--- config.mk ---
export PLATFORM = sky130hd
export DESIGN_NAME = nearest_point_on_segment_set_flat
export DESIGN_NICKNAME = d
export VERILOG_FILES = /design/src/rtl/nps_pkg.sv /design/src/rtl/nps_if.sv /design/src/rtl/nps_ctrl.sv /design/src/rtl/nps_dp.sv /design/src/rtl/nearest_point_on_segment_set.sv /design/src/flat_wrapper.sv
export SDC_FILE = /design/constraint.sdc
export NUM_CORES = 2
export LEC_CHECK = 0
export ABC_AREA = 1
export BUFFER_PORTS_ARGS = -buffer_cell sky130_fd_sc_hd__clkbuf_2
export CAP_MARGIN = 20
export CORE_MARGIN = 5
export CORE_UTILIZATION = 51
export CTS_CLUSTER_DIAMETER = 80
export CTS_CLUSTER_SIZE = 40
export DETAILED_ROUTE_END_ITERATION = 8
export HOLD_SLACK_MARGIN = 0.06
export PLACE_DENSITY = 0.78
export SLEW_MARGIN = 20
export SYNTH_ARGS = -nofsm -noshare
export SYNTH_HDL_FRONTEND = slang
export SYNTH_HIERARCHICAL = 1
export SYNTH_SLANG_ARGS = --single-unit
--- constraint.sdc ---
create_clock -name clk -period 15.7 [get_ports clk]
set_input_delay 3.14 -clock clk [delete_from_list [all_inputs] [get_ports clk]]
set_output_delay 3.14 -clock clk [all_outputs]
set_load 0.03 [all_outputs]
--- src/rtl/nps_pkg.sv ---
// Shared types and constants for the nearest point on segment set block.
// No dependencies; imported by every module of the block.
`default_nettype none

package nps_pkg;

  localparam int COORD_BITS_DEF  = 20;
  localparam int NODE_BITS_DEF   = 16;
  localparam int T_FRAC_BITS_DEF = 16;

  // |ab|^2 at or below this (0.01 in 8 fraction bits) counts as a point
  localparam int DEGEN_LIMIT = 2;

  localparam int CFG_IDX_BITS = 2;
  localparam logic [CFG_IDX_BITS-1:0] CFG_QUERY_X = 2'd0;
  localparam logic [CFG_IDX_BITS-1:0] CFG_QUERY_Y = 2'd1;
  localparam logic [CFG_IDX_BITS-1:0] CFG_QUERY_Z = 2'd2;

  localparam logic [1:0] AXIS_X = 2'd0;
  localparam logic [1:0] AXIS_Y = 2'd1;
  localparam logic [1:0] AXIS_Z = 2'd2;

  typedef enum logic [2:0] {
    MK_NONE,
    MK_LEN,
    MK_DOT,
    MK_PT,
    MK_DST
  } mul_kind_t;

  typedef struct packed {
    mul_kind_t  mul;
    logic [1:0] axis;
    logic       pick_start;
    logic       pick_end;
    logic       div_init;
    logic       div_step;
    logic       commit;
    logic       emit;
  } nps_cmd_t;

  typedef struct packed {
    logic seg_valid;
    logic seg_last;
    logic len_small;
    logic dot_le0;
    logic dot_ge_len;
    logic out_free;
  } nps_stat_t;

endpackage

`default_nettype wire

--- src/rtl/nps_if.sv ---
// Channel interfaces: segment requests, result requests, configuration writes.
// Depends on nps_pkg for the register index width.
`default_nettype none

interface nps_seg_if #(
  parameter int CW = 20,
  parameter int NW = 16
);
  logic                 valid;
  logic                 ready;
  logic signed [CW-1:0] start_x;
  logic signed [CW-1:0] start_y;
  logic signed [CW-1:0] start_z;
  logic signed [CW-1:0] end_x;
  logic signed [CW-1:0] end_y;
  logic signed [CW-1:0] end_z;
  logic [NW-1:0]        from_node;
  logic [NW-1:0]        to_node;
  logic                 segment_valid;
  logic                 last_segment;

  modport source (output valid, start_x, start_y, start_z, end_x, end_y, end_z,
                  from_node, to_node, segment_valid, last_segment, input ready);
  modport sink   (input valid, start_x, start_y, start_z, end_x, end_y, end_z,
                  from_node, to_node, segment_valid, last_segment, output ready);
endinterface

interface nps_near_if #(
  parameter int CW = 20,
  parameter int NW = 16
);
  logic                 valid;
  logic                 ready;
  logic signed [CW-1:0] near_x;
  logic signed [CW-1:0] near_y;
  logic signed [CW-1:0] near_z;
  logic [NW-1:0]        near_from;
  logic [NW-1:0]        near_to;
  logic                 found;

  modport source (output valid, near_x, near_y, near_z, near_from, near_to, found,
                  input ready);
  modport sink   (input valid, near_x, near_y, near_z, near_from, near_to, found,
                  output ready);
endinterface

interface nps_cfg_if #(
  parameter int CW = 20
);
  import nps_pkg::*;
  logic                    valid;
  logic                    ready;
  logic [CFG_IDX_BITS-1:0] index;
  logic [CW-1:0]           data;

  modport source (output valid, index, data, input ready);
  modport sink   (input valid, index, data, output ready);
endinterface

`default_nettype wire

--- src/rtl/nps_ctrl.sv ---
// Sequencer for one segment request: lengths, dot, divide, point, distance.
// Depends on nps_pkg for the command and status structs.
`default_nettype none

module nps_ctrl
  import nps_pkg::*;
#(
  parameter int T_FRAC_BITS = T_FRAC_BITS_DEF
) (
  input  wire logic      clk,
  input  wire logic      rst,
  input  wire logic      in_fire,
  input  wire nps_stat_t stat,
  output logic           in_ready,
  output nps_cmd_t       cmd
);

  localparam int CNTW = $clog2(T_FRAC_BITS);

  typedef enum logic [3:0] {
    S_IDLE, S_LEN, S_DOT, S_CHECK, S_DIV, S_PT, S_DST, S_COMMIT, S_EMIT
  } state_t;

  state_t          state, state_next;
  logic [1:0]      axis, axis_next;
  logic [CNTW-1:0] cnt, cnt_next;

  always_comb begin
    state_next = state;
    axis_next  = axis;
    cnt_next   = cnt;
    cmd        = '0;
    cmd.mul    = MK_NONE;
    cmd.axis   = axis;
    unique case (state)
      S_IDLE: begin
        if (in_fire) begin
          state_next = S_LEN;
          axis_next  = AXIS_X;
        end
      end
      S_LEN: begin
        if (!stat.seg_valid) begin
          state_next = stat.seg_last ? S_EMIT : S_IDLE;
        end else begin
          cmd.mul = MK_LEN;
          if (axis == AXIS_Z) begin
            state_next = S_DOT;
            axis_next  = AXIS_X;
          end else begin
            axis_next = axis + 2'd1;
          end
        end
      end
      S_DOT: begin
        cmd.mul = MK_DOT;
        if (axis == AXIS_Z) begin
          state_next = S_CHECK;
          axis_next  = AXIS_X;
        end else begin
          axis_next = axis + 2'd1;
        end
      end
      S_CHECK: begin
        priority if (stat.len_small || stat.dot_le0) begin
          cmd.pick_start = 1'b1;
          state_next     = S_DST;
        end else if (stat.dot_ge_len) begin
          cmd.pick_end = 1'b1;
          state_next   = S_DST;
        end else begin
          cmd.div_init = 1'b1;
          cnt_next     = '0;
          state_next   = S_DIV;
        end
      end
      S_DIV: begin
        cmd.div_step = 1'b1;
        if (cnt == CNTW'(T_FRAC_BITS - 1)) begin
          state_next = S_PT;
        end else begin
          cnt_next = cnt + CNTW'(1);
        end
      end
      S_PT: begin
        cmd.mul = MK_PT;
        if (axis == AXIS_Z) begin
          state_next = S_DST;
          axis_next  = AXIS_X;
        end else begin
          axis_next = axis + 2'd1;
        end
      end
      S_DST: begin
        cmd.mul = MK_DST;
        if (axis == AXIS_Z) begin
          state_next = S_COMMIT;
          axis_next  = AXIS_X;
        end else begin
          axis_next = axis + 2'd1;
        end
      end
      S_COMMIT: begin
        cmd.commit = 1'b1;
        state_next = stat.seg_last ? S_EMIT : S_IDLE;
      end
      S_EMIT: begin
        if (stat.out_free) begin
          cmd.emit   = 1'b1;
          state_next = S_IDLE;
        end
      end
      default: state_next = S_IDLE;
    endcase
  end

  always_ff @(posedge clk) begin
    if (rst) begin
      state    <= S_IDLE;
      axis     <= AXIS_X;
      cnt      <= '0;
      in_ready <= 1'b0;
    end else begin
      state    <= state_next;
      axis     <= axis_next;
      cnt      <= cnt_next;
      in_ready <= (state_next == S_IDLE);
    end
  end

endmodule

`default_nettype wire

--- src/rtl/nps_dp.sv ---
// Datapath: query registers, shared multiplier with accumulators, restoring
// divider, running best and result register. Depends on nps_pkg.
`default_nettype none

module nps_dp
  import nps_pkg::*;
#(
  parameter int COORD_BITS  = COORD_BITS_DEF,
  parameter int NODE_BITS   = NODE_BITS_DEF,
  parameter int T_FRAC_BITS = T_FRAC_BITS_DEF
) (
  input  wire logic                         clk,
  input  wire logic                         rst,
  input  wire logic                         cfg_we,
  input  wire logic [CFG_IDX_BITS-1:0]      cfg_index,
  input  wire logic [COORD_BITS-1:0]        cfg_data,
  input  wire logic                         load,
  input  wire logic signed [COORD_BITS-1:0] in_sx,
  input  wire logic signed [COORD_BITS-1:0] in_sy,
  input  wire logic signed [COORD_BITS-1:0] in_sz,
  input  wire logic signed [COORD_BITS-1:0] in_ex,
  input  wire logic signed [COORD_BITS-1:0] in_ey,
  input  wire logic signed [COORD_BITS-1:0] in_ez,
  input  wire logic [NODE_BITS-1:0]         in_from,
  input  wire logic [NODE_BITS-1:0]         in_to,
  input  wire logic                         in_valid_seg,
  input  wire logic                         in_last,
  input  wire nps_cmd_t                     cmd,
  output nps_stat_t                         stat,
  input  wire logic                         out_ready,
  output logic                              out_valid,
  output logic signed [COORD_BITS-1:0]      out_x,
  output logic signed [COORD_BITS-1:0]      out_y,
  output logic signed [COORD_BITS-1:0]      out_z,
  output logic [NODE_BITS-1:0]              out_from,
  output logic [NODE_BITS-1:0]              out_to,
  output logic                              out_found
);

  localparam int CW = COORD_BITS;
  localparam int DW = CW + 1;
  localparam int MW = (DW > T_FRAC_BITS + 2) ? DW : T_FRAC_BITS + 2;
  localparam int PW = 2 * MW;
  localparam int SW = 2 * DW + 2;
  localparam logic signed [PW-1:0] HALF = PW'(1) <<< (T_FRAC_BITS - 1);

  logic signed [CW-1:0] qx, qy, qz;
  logic signed [CW-1:0] ax, ay, az, bx, by, bz, cx, cy, cz;
  logic signed [DW-1:0] abx, aby, abz, apx, apy, apz;
  logic [NODE_BITS-1:0] seg_from, seg_to;
  logic                 seg_valid, seg_last;
  logic signed [SW-1:0] len_acc, dot_acc, dst_acc;
  logic [SW-1:0]        rem;
  logic [T_FRAC_BITS-1:0] quot;
  logic [SW-1:0]        best_d;
  logic signed [CW-1:0] best_x, best_y, best_z;
  logic [NODE_BITS-1:0] best_from, best_to;
  logic                 any_found;

  logic signed [CW-1:0] a_sel, c_sel, q_sel;
  logic signed [DW-1:0] ab_sel, ap_sel, d_sel;
  logic signed [MW-1:0] op_a, op_b;
  logic signed [PW-1:0] prod, rnd;
  logic signed [CW-1:0] pt;
  logic [SW:0]          rem2;

  always_comb begin
    unique case (cmd.axis)
      AXIS_Y: begin
        a_sel = ay; c_sel = cy; q_sel = qy; ab_sel = aby; ap_sel = apy;
      end
      AXIS_Z: begin
        a_sel = az; c_sel = cz; q_sel = qz; ab_sel = abz; ap_sel = apz;
      end
      default: begin
        a_sel = ax; c_sel = cx; q_sel = qx; ab_sel = abx; ap_sel = apx;
      end
    endcase
    d_sel = DW'(c_sel) - DW'(q_sel);
    unique case (cmd.mul)
      MK_LEN:  begin op_a = MW'(ab_sel); op_b = MW'(ab_sel); end
      MK_DOT:  begin op_a = MW'(ap_sel); op_b = MW'(ab_sel); end
      MK_PT:   begin op_a = MW'(ab_sel); op_b = MW'($signed({1'b0, quot})); end
      MK_DST:  begin op_a = MW'(d_sel);  op_b = MW'(d_sel); end
      default: begin op_a = '0;          op_b = '0; end
    endcase
    prod = op_a * op_b;
    // round half up, then back to coordinate scale
    rnd  = (prod + HALF) >>> T_FRAC_BITS;
    pt   = a_sel + CW'(rnd);
    rem2 = {rem, 1'b0};
  end

  assign stat.seg_valid  = seg_valid;
  assign stat.seg_last   = seg_last;
  assign stat.len_small  = (len_acc <= SW'(DEGEN_LIMIT));
  assign stat.dot_le0    = (dot_acc <= 0);
  assign stat.dot_ge_len = (dot_acc >= len_acc);
  assign stat.out_free   = !out_valid || out_ready;

  always_ff @(posedge clk) begin
    if (rst) begin
      qx <= '0;
      qy <= '0;
      qz <= '0;
    end else if (cfg_we) begin
      unique case (cfg_index)
        CFG_QUERY_X: qx <= cfg_data;
        CFG_QUERY_Y: qy <= cfg_data;
        CFG_QUERY_Z: qz <= cfg_data;
        default: ;
      endcase
    end
  end

  always_ff @(posedge clk) begin
    if (load) begin
      ax <= in_sx; ay <= in_sy; az <= in_sz;
      bx <= in_ex; by <= in_ey; bz <= in_ez;
      abx <= DW'(in_ex) - DW'(in_sx);
      aby <= DW'(in_ey) - DW'(in_sy);
      abz <= DW'(in_ez) - DW'(in_sz);
      apx <= DW'(qx) - DW'(in_sx);
      apy <= DW'(qy) - DW'(in_sy);
      apz <= DW'(qz) - DW'(in_sz);
      seg_from  <= in_from;
      seg_to    <= in_to;
      seg_valid <= in_valid_seg;
      seg_last  <= in_last;
      len_acc   <= '0;
      dot_acc   <= '0;
      dst_acc   <= '0;
    end else begin
      unique case (cmd.mul)
        MK_LEN: len_acc <= len_acc + SW'(prod);
        MK_DOT: dot_acc <= dot_acc + SW'(prod);
        MK_DST: dst_acc <= dst_acc + SW'(prod);
        MK_PT: begin
          unique case (cmd.axis)
            AXIS_Y:  cy <= pt;
            AXIS_Z:  cz <= pt;
            default: cx <= pt;
          endcase
        end
        default: ;
      endcase
      if (cmd.pick_start) begin
        cx <= ax; cy <= ay; cz <= az;
      end
      if (cmd.pick_end) begin
        cx <= bx; cy <= by; cz <= bz;
      end
    end
  end

  always_ff @(posedge clk) begin
    if (cmd.div_init) begin
      rem  <= SW'(dot_acc);
      quot <= '0;
    end else if (cmd.div_step) begin
      if (rem2 >= {1'b0, len_acc}) begin
        rem  <= SW'(rem2 - {1'b0, len_acc});
        quot <= {quot[T_FRAC_BITS-2:0], 1'b1};
      end else begin
        rem  <= rem2[SW-1:0];
        quot <= {quot[T_FRAC_BITS-2:0], 1'b0};
      end
    end
  end

  always_ff @(posedge clk) begin
    if (rst || cmd.emit) begin
      best_d    <= '1;
      best_x    <= '0;
      best_y    <= '0;
      best_z    <= '0;
      best_from <= '0;
      best_to   <= '0;
      any_found <= 1'b0;
    end else if (cmd.commit && ($unsigned(dst_acc) < best_d)) begin
      best_d    <= $unsigned(dst_acc);
      best_x    <= cx;
      best_y    <= cy;
      best_z    <= cz;
      best_from <= seg_from;
      best_to   <= seg_to;
      any_found <= 1'b1;
    end
  end

  always_ff @(posedge clk) begin
    if (rst) begin
      out_valid <= 1'b0;
    end else if (cmd.emit) begin
      out_valid <= 1'b1;
    end else if (out_ready) begin
      out_valid <= 1'b0;
    end
  end

  always_ff @(posedge clk) begin
    if (cmd.emit) begin
      if (any_found) begin
        out_x <= best_x; out_y <= best_y; out_z <= best_z;
        out_from <= best_from; out_to <= best_to; out_found <= 1'b1;
      end else begin
        out_x <= qx; out_y <= qy; out_z <= qz;
        out_from <= '0; out_to <= '0; out_found <= 1'b0;
      end
    end
  end

endmodule

`default_nettype wire

--- src/rtl/nearest_point_on_segment_set.sv ---
// Channel  Dir  Handshake     Payload
// seg      in   valid/ready   start_x/y/z, end_x/y/z, from_node, to_node, segment_valid,
//                             last_segment
// near     out  valid/ready   near_x/y/z, near_from, near_to, found
// cfg      in   valid/ready   index (0 query_x, 1 query_y, 2 query_z), data
//
// One request at a time. A segment that projects inside runs the bit-per-cycle divider;
// clamped or degenerate segments skip the divider, and skipped ones go back to idle from
// the length step; a last request then also loads the result register once it is free.
// Synchronous reset clears query, running best and the control state.
// The result register holds while near.ready is low; a following request is still
// taken and only waits at its own result. cfg is always ready.
// Top level; depends on nps_pkg, nps_if, nps_ctrl and nps_dp.
`default_nettype none

module nearest_point_on_segment_set
  import nps_pkg::*;
#(
  parameter int COORD_BITS  = COORD_BITS_DEF,
  parameter int NODE_BITS   = NODE_BITS_DEF,
  parameter int T_FRAC_BITS = T_FRAC_BITS_DEF
) (
  input wire logic clk,
  input wire logic rst,
  nps_seg_if.sink    seg,
  nps_near_if.source near,
  nps_cfg_if.sink    cfg
);

  nps_cmd_t  cmd;
  nps_stat_t stat;
  logic      in_ready;
  logic      in_fire;

  assign seg.ready = in_ready;
  assign in_fire   = seg.valid && in_ready;
  assign cfg.ready = 1'b1;

  nps_ctrl #(.T_FRAC_BITS(T_FRAC_BITS)) u_ctrl (
    .clk      (clk),
    .rst      (rst),
    .in_fire  (in_fire),
    .stat     (stat),
    .in_ready (in_ready),
    .cmd      (cmd)
  );

  nps_dp #(
    .COORD_BITS  (COORD_BITS),
    .NODE_BITS   (NODE_BITS),
    .T_FRAC_BITS (T_FRAC_BITS)
  ) u_dp (
    .clk          (clk),
    .rst          (rst),
    .cfg_we       (cfg.valid),
    .cfg_index    (cfg.index),
    .cfg_data     (cfg.data),
    .load         (in_fire),
    .in_sx        (seg.start_x),
    .in_sy        (seg.start_y),
    .in_sz        (seg.start_z),
    .in_ex        (seg.end_x),
    .in_ey        (seg.end_y),
    .in_ez        (seg.end_z),
    .in_from      (seg.from_node),
    .in_to        (seg.to_node),
    .in_valid_seg (seg.segment_valid),
    .in_last      (seg.last_segment),
    .cmd          (cmd),
    .stat         (stat),
    .out_ready    (near.ready),
    .out_valid    (near.valid),
    .out_x        (near.near_x),
    .out_y        (near.near_y),
    .out_z        (near.near_z),
    .out_from     (near.near_from),
    .out_to       (near.near_to),
    .out_found    (near.found)
  );

endmodule

`default_nettype wire

--- src/flat_wrapper.sv ---
// flat-port wrapper written by rule: the top's interface ports become plain ports
module nearest_point_on_segment_set_flat import nps_pkg::*;
#(
  parameter int COORD_BITS  = COORD_BITS_DEF,
  parameter int NODE_BITS   = NODE_BITS_DEF,
  parameter int T_FRAC_BITS = T_FRAC_BITS_DEF
)
  (clk, rst, seg_valid, seg_start_x, seg_start_y, seg_start_z, seg_end_x, seg_end_y, seg_end_z, seg_from_node, seg_to_node, seg_segment_valid, seg_last_segment, seg_ready, near_valid, near_near_x, near_near_y, near_near_z, near_near_from, near_near_to, near_found, near_ready, cfg_valid, cfg_index, cfg_data, cfg_ready);
  nps_seg_if seg_i ();
  nps_near_if near_i ();
  nps_cfg_if cfg_i ();
  input wire logic clk;
  input wire logic rst;
  input wire logic [$bits(seg_i.valid)-1:0] seg_valid;
  input wire logic [$bits(seg_i.start_x)-1:0] seg_start_x;
  input wire logic [$bits(seg_i.start_y)-1:0] seg_start_y;
  input wire logic [$bits(seg_i.start_z)-1:0] seg_start_z;
  input wire logic [$bits(seg_i.end_x)-1:0] seg_end_x;
  input wire logic [$bits(seg_i.end_y)-1:0] seg_end_y;
  input wire logic [$bits(seg_i.end_z)-1:0] seg_end_z;
  input wire logic [$bits(seg_i.from_node)-1:0] seg_from_node;
  input wire logic [$bits(seg_i.to_node)-1:0] seg_to_node;
  input wire logic [$bits(seg_i.segment_valid)-1:0] seg_segment_valid;
  input wire logic [$bits(seg_i.last_segment)-1:0] seg_last_segment;
  output wire logic [$bits(seg_i.ready)-1:0] seg_ready;
  output wire logic [$bits(near_i.valid)-1:0] near_valid;
  output wire logic [$bits(near_i.near_x)-1:0] near_near_x;
  output wire logic [$bits(near_i.near_y)-1:0] near_near_y;
  output wire logic [$bits(near_i.near_z)-1:0] near_near_z;
  output wire logic [$bits(near_i.near_from)-1:0] near_near_from;
  output wire logic [$bits(near_i.near_to)-1:0] near_near_to;
  output wire logic [$bits(near_i.found)-1:0] near_found;
  input wire logic [$bits(near_i.ready)-1:0] near_ready;
  input wire logic [$bits(cfg_i.valid)-1:0] cfg_valid;
  input wire logic [$bits(cfg_i.index)-1:0] cfg_index;
  input wire logic [$bits(cfg_i.data)-1:0] cfg_data;
  output wire logic [$bits(cfg_i.ready)-1:0] cfg_ready;
  assign seg_i.valid = seg_valid;
  assign seg_i.start_x = seg_start_x;
  assign seg_i.start_y = seg_start_y;
  assign seg_i.start_z = seg_start_z;
  assign seg_i.end_x = seg_end_x;
  assign seg_i.end_y = seg_end_y;
  assign seg_i.end_z = seg_end_z;
  assign seg_i.from_node = seg_from_node;
  assign seg_i.to_node = seg_to_node;
  assign seg_i.segment_valid = seg_segment_valid;
  assign seg_i.last_segment = seg_last_segment;
  assign seg_ready = seg_i.ready;
  assign near_valid = near_i.valid;
  assign near_near_x = near_i.near_x;
  assign near_near_y = near_i.near_y;
  assign near_near_z = near_i.near_z;
  assign near_near_from = near_i.near_from;
  assign near_near_to = near_i.near_to;
  assign near_found = near_i.found;
  assign near_i.ready = near_ready;
  assign cfg_i.valid = cfg_valid;
  assign cfg_i.index = cfg_index;
  assign cfg_i.data = cfg_data;
  assign cfg_ready = cfg_i.ready;
  nearest_point_on_segment_set #(.COORD_BITS(COORD_BITS), .NODE_BITS(NODE_BITS), .T_FRAC_BITS(T_FRAC_BITS)) u_core (.clk(clk), .rst(rst), .seg(seg_i), .near(near_i), .cfg(cfg_i));
endmodule
==> flow_summary.toml <==
[die]
fp.coreArea_um2 = 135000
fp-row-count = 135
ios = 277
die_w_um = 378
die-area_um2 = 143000
die_height_um = 378
initial_core_util_pct = 51.2

[routing]
final_antenna_net_count = 0
drt-pass1-iter-count = 8
wl_per_cell_um = 24.0
drt_first_iter_violations = 6678
viasPerCell = 5.86
wirelength_mm = 252
dr_total_vias = 61462
drc = 0

[power_and_ir_drop]
peakVddDrop_uv = 88.0
p_leak_uw = 0.0350
p_per_area_nw_per_um2 = 79.4

[worst_setup_path]
endpoint_kind = "register"
required_ns = 16.23
critical_path.max_fanout = 75
critPathArrivalTime_ns = 15.25
crit_type = "reg2reg"
start_kind = "register"
crit_slowest_cell = "xor2_2"
cp_slowest_stage_delay_ns = 0.70
critPathTopFamily = "adder cells"
cp_num_buf_inv = 9
reg2reg_from = "u_core/u_ctrl/axis[0]$_SDFFE_PP0P_"
crit_start = "u_core/u_ctrl/axis[0]$_SDFFE_PP0P_"

[global_routing]
gr-total-overflow = 0
gr-usage-all-layers_pct = 34.3
met3_usage_pct = 5.52
grt_max_degree = 154
grt_pass1_wl_mm = 370
gr-usage-met2_pct = 57.9
grt_busiest_layer = "met2"
antenna_found_initial = 9
grt_pass1_vias = 60037
grt_use_met1_pct = 41.5

[sta]
maxSlewHeadroom_pct = 12.3
fmax_mhz = 68.0
fin_worst_skew_ns = 0.0729
finalSetupViolCount = 0
grt_setup_unrepaired = "false"
setup_tns_ns = 0
final_max_slew_viol_count = 0
final_hold_viol_count = 0
finalWorstSetupSlack_ns = 0.983
min_period_ns = 14.72
period_share_pct = 93.7
tightest_slew_ns = 1.30

[clock_network]
cts-root-buf = "clkbuf_16"
cts.path.max_buffers = 3
worst_skew_pair.late_latency_ns = 0.73
cts_tree = "built"
cts_buffers = 48
htreeDepth = 2
postCtsResizedCells = 0
cts.sinks = 834
cts_hold_buffers = 0
post_cts_buffers = 0
clk_pin_slew_ns = 0.11

[synthesis]
synth_simple_gate_area_share_pct = 16.8
synth_compound_area_share_pct = 14.9
async_flop_share_pct = 0
syn_area_um2 = 69100
synth_adder_area_share_pct = 23.3
ys_warn_count = 6
synth_seq_area_share_pct = 31.1
synth_mux_area_share_pct = 0
synth_top_cell_by_area = "edfxtp_1"
postSynthAreaPerCell_um2 = 8.09
synthTopCellsByArea = "edfxtp_1 21%, fa_1 14%, dfxtp_1 10%"
ys_ff_latch = 834
syn-instance-count = 8536
yosysUniqueCellTypes = 72
synth_edf_count = 477
synth_top_family_by_area = "adder cells"
synth-xor-area-share_pct = 3.82
ys.flop_type = "edfxtp_1"
netlist.area_leader.share_pct = 20.7
syn-num-nets = 9722

[finish]
fill_cells = 12353
synthToLayoutAreaGrowth_pct = 7.40
drive_gt1_share_pct = 6.92
multi_input_comb_area_um2 = 40800
nets = 9845
seqCellArea_um2 = 21500

[outcome]
status = "complete, no violations"

[worst_hold_path]
hp-start = "u_core/u_dp/best_d[9]$_SDFFE_PP1P_"
hold_class = "reg2reg"

[placement]
dp_hpwl_mm = 203
port_buffers = 275
gp_congestion = 1.03
place_ws_ns = 1.13

[run]
cap_violations = 0
layout by cell type (no fill, tap or decap), drive strengths merged, types with 33 or more instances in the layout:
master and count:
buf 83, dfxtp 357, o221ai 33, ha 533, clkbuf 327, o21ai 494
a21o 39, nor4 39, xnor2 130, a221o 43, fa 472, edfxtp 477
a21oi 848, nand2 1511, nor3 44, o211ai 70, a31oi 72, inv 1549
nand4 58, nand3 381, nor2 693, a211oi 54, xor2 169
worst paths after layout:
kind / to / slack (ns) / depth (start not counted)
setup reg to reg: u_core/u_dp/cy[19]$_DFFE_PP_ / 0.98 / 49
hold / removal: u_core/u_dp/best_d[9]$_SDFFE_PP1P_ / 0.46 / 2
hold reg to reg: u_core/u_dp/best_d[9]$_SDFFE_PP1P_ / 0.46 / 2
setup / recovery: u_core/u_dp/cy[19]$_DFFE_PP_ / 0.98 / 49
logic make-up (layout without fill, tap and decap cells):
kind of cell,after synthesis,count (layout)
fa+ha+maj,1005,1005
simple gates,2771,2771
compound gates,1797,1797
xor+xnor,299,299
flops,834,834
buf+inv,1829,1992
other cells,1,6
worst register-to-register path, delay by kind of cell (launching register included):
kind | cells | cell delay [ns]
fa+ha+maj | 11 | 5.14
simple gates | 17 | 3.41
compound gates | 10 | 2.53
buf+inv | 9 | 2.05
xor+xnor | 2 | 1.00
flops | 1 | 0.42
per-stage QoR:
stage | instance area, µm² | cells | power [µW] | hold WS (ns) | utilization [%]
6_report | 74200 | 10485 | 5890 | 0.462 | 55.0
5_1_grt | 74200 | 10484 | 6130 | 0.481 | 55.0
4_1_cts | 74200 | 10480 | 5860 | 0.465 | 55.0
3_5_place_dp | 72300 | 10390 | 4310 | 0.442 | 53.6
3_3_place_gp | 72300 | 10390 | 4280 | 0.438 | 53.6
2_1_floorplan | 69100 | 8536 | 3670 | 0.406 | -
Yosys cell counts (all sizes together), types with 2 or more instances:
cell     count
dfxtp      357
buf         96
fa         472
o21ai      494
and2         3
o311ai       2
a31oi       72
clkinv      10
inv       1535
a31o         7
o22ai       30
a211oi      54
nor3        44
edfxtp     477
a221o       43
and3        11
o21bai      30
a221oi      10
o21a        27
xnor2      130
a21oi      848
xor2       169
o211ai      70
o2111ai      4
nor4        39
a2111oi      4
or2         25
o221ai      33
clkbuf     188
nand2     1511
nor2       693
a21o        39
nand3      381
a21boi      21
nand3b       5
nand4       58
ha         533
o31ai        2
state kept, by name, summed over array words and instances (netlist names), 21 cells and up:
name,count
u_core/u_dp/len_acc,44
u_core/u_dp/dst_acc,44
u_core/u_dp/apy,21
u_core/u_dp/apz,21
u_core/u_dp/apx,21
u_core/u_dp/aby,21
u_core/u_dp/abz,21
u_core/u_dp/rem,44
u_core/u_dp/abx,21
u_core/u_dp/dot_acc,44
u_core/u_dp/best_d,44
cell type report:
class | count | share of cell area [%]
multi-input combinational | 5873 | 55.0
sequential | 834 | 29.0
inverter | 1545 | 7.83
tap | 1781 | 3.00
timing repair buffer | 357 | 2.72
clock buffer | 53 | 1.69
clock inverter | 37 | 0.796
antenna | 5 | 0.0169
layer usage:
layer	share of wire (%)	wire, µm
met5	0.0095	24
met2	47	118000
met1	37	92100
met4	7.7	19400
met3	8.8	22100
where the power goes:
part           switching (µW)  leakage (µW)  internal, µW
clock network             895      0.000870           675
logic                    1230        0.0268           547
registers                78.5       0.00726          2460
total                    2200        0.0350          3690
Power figures use the tool's default switching activity.
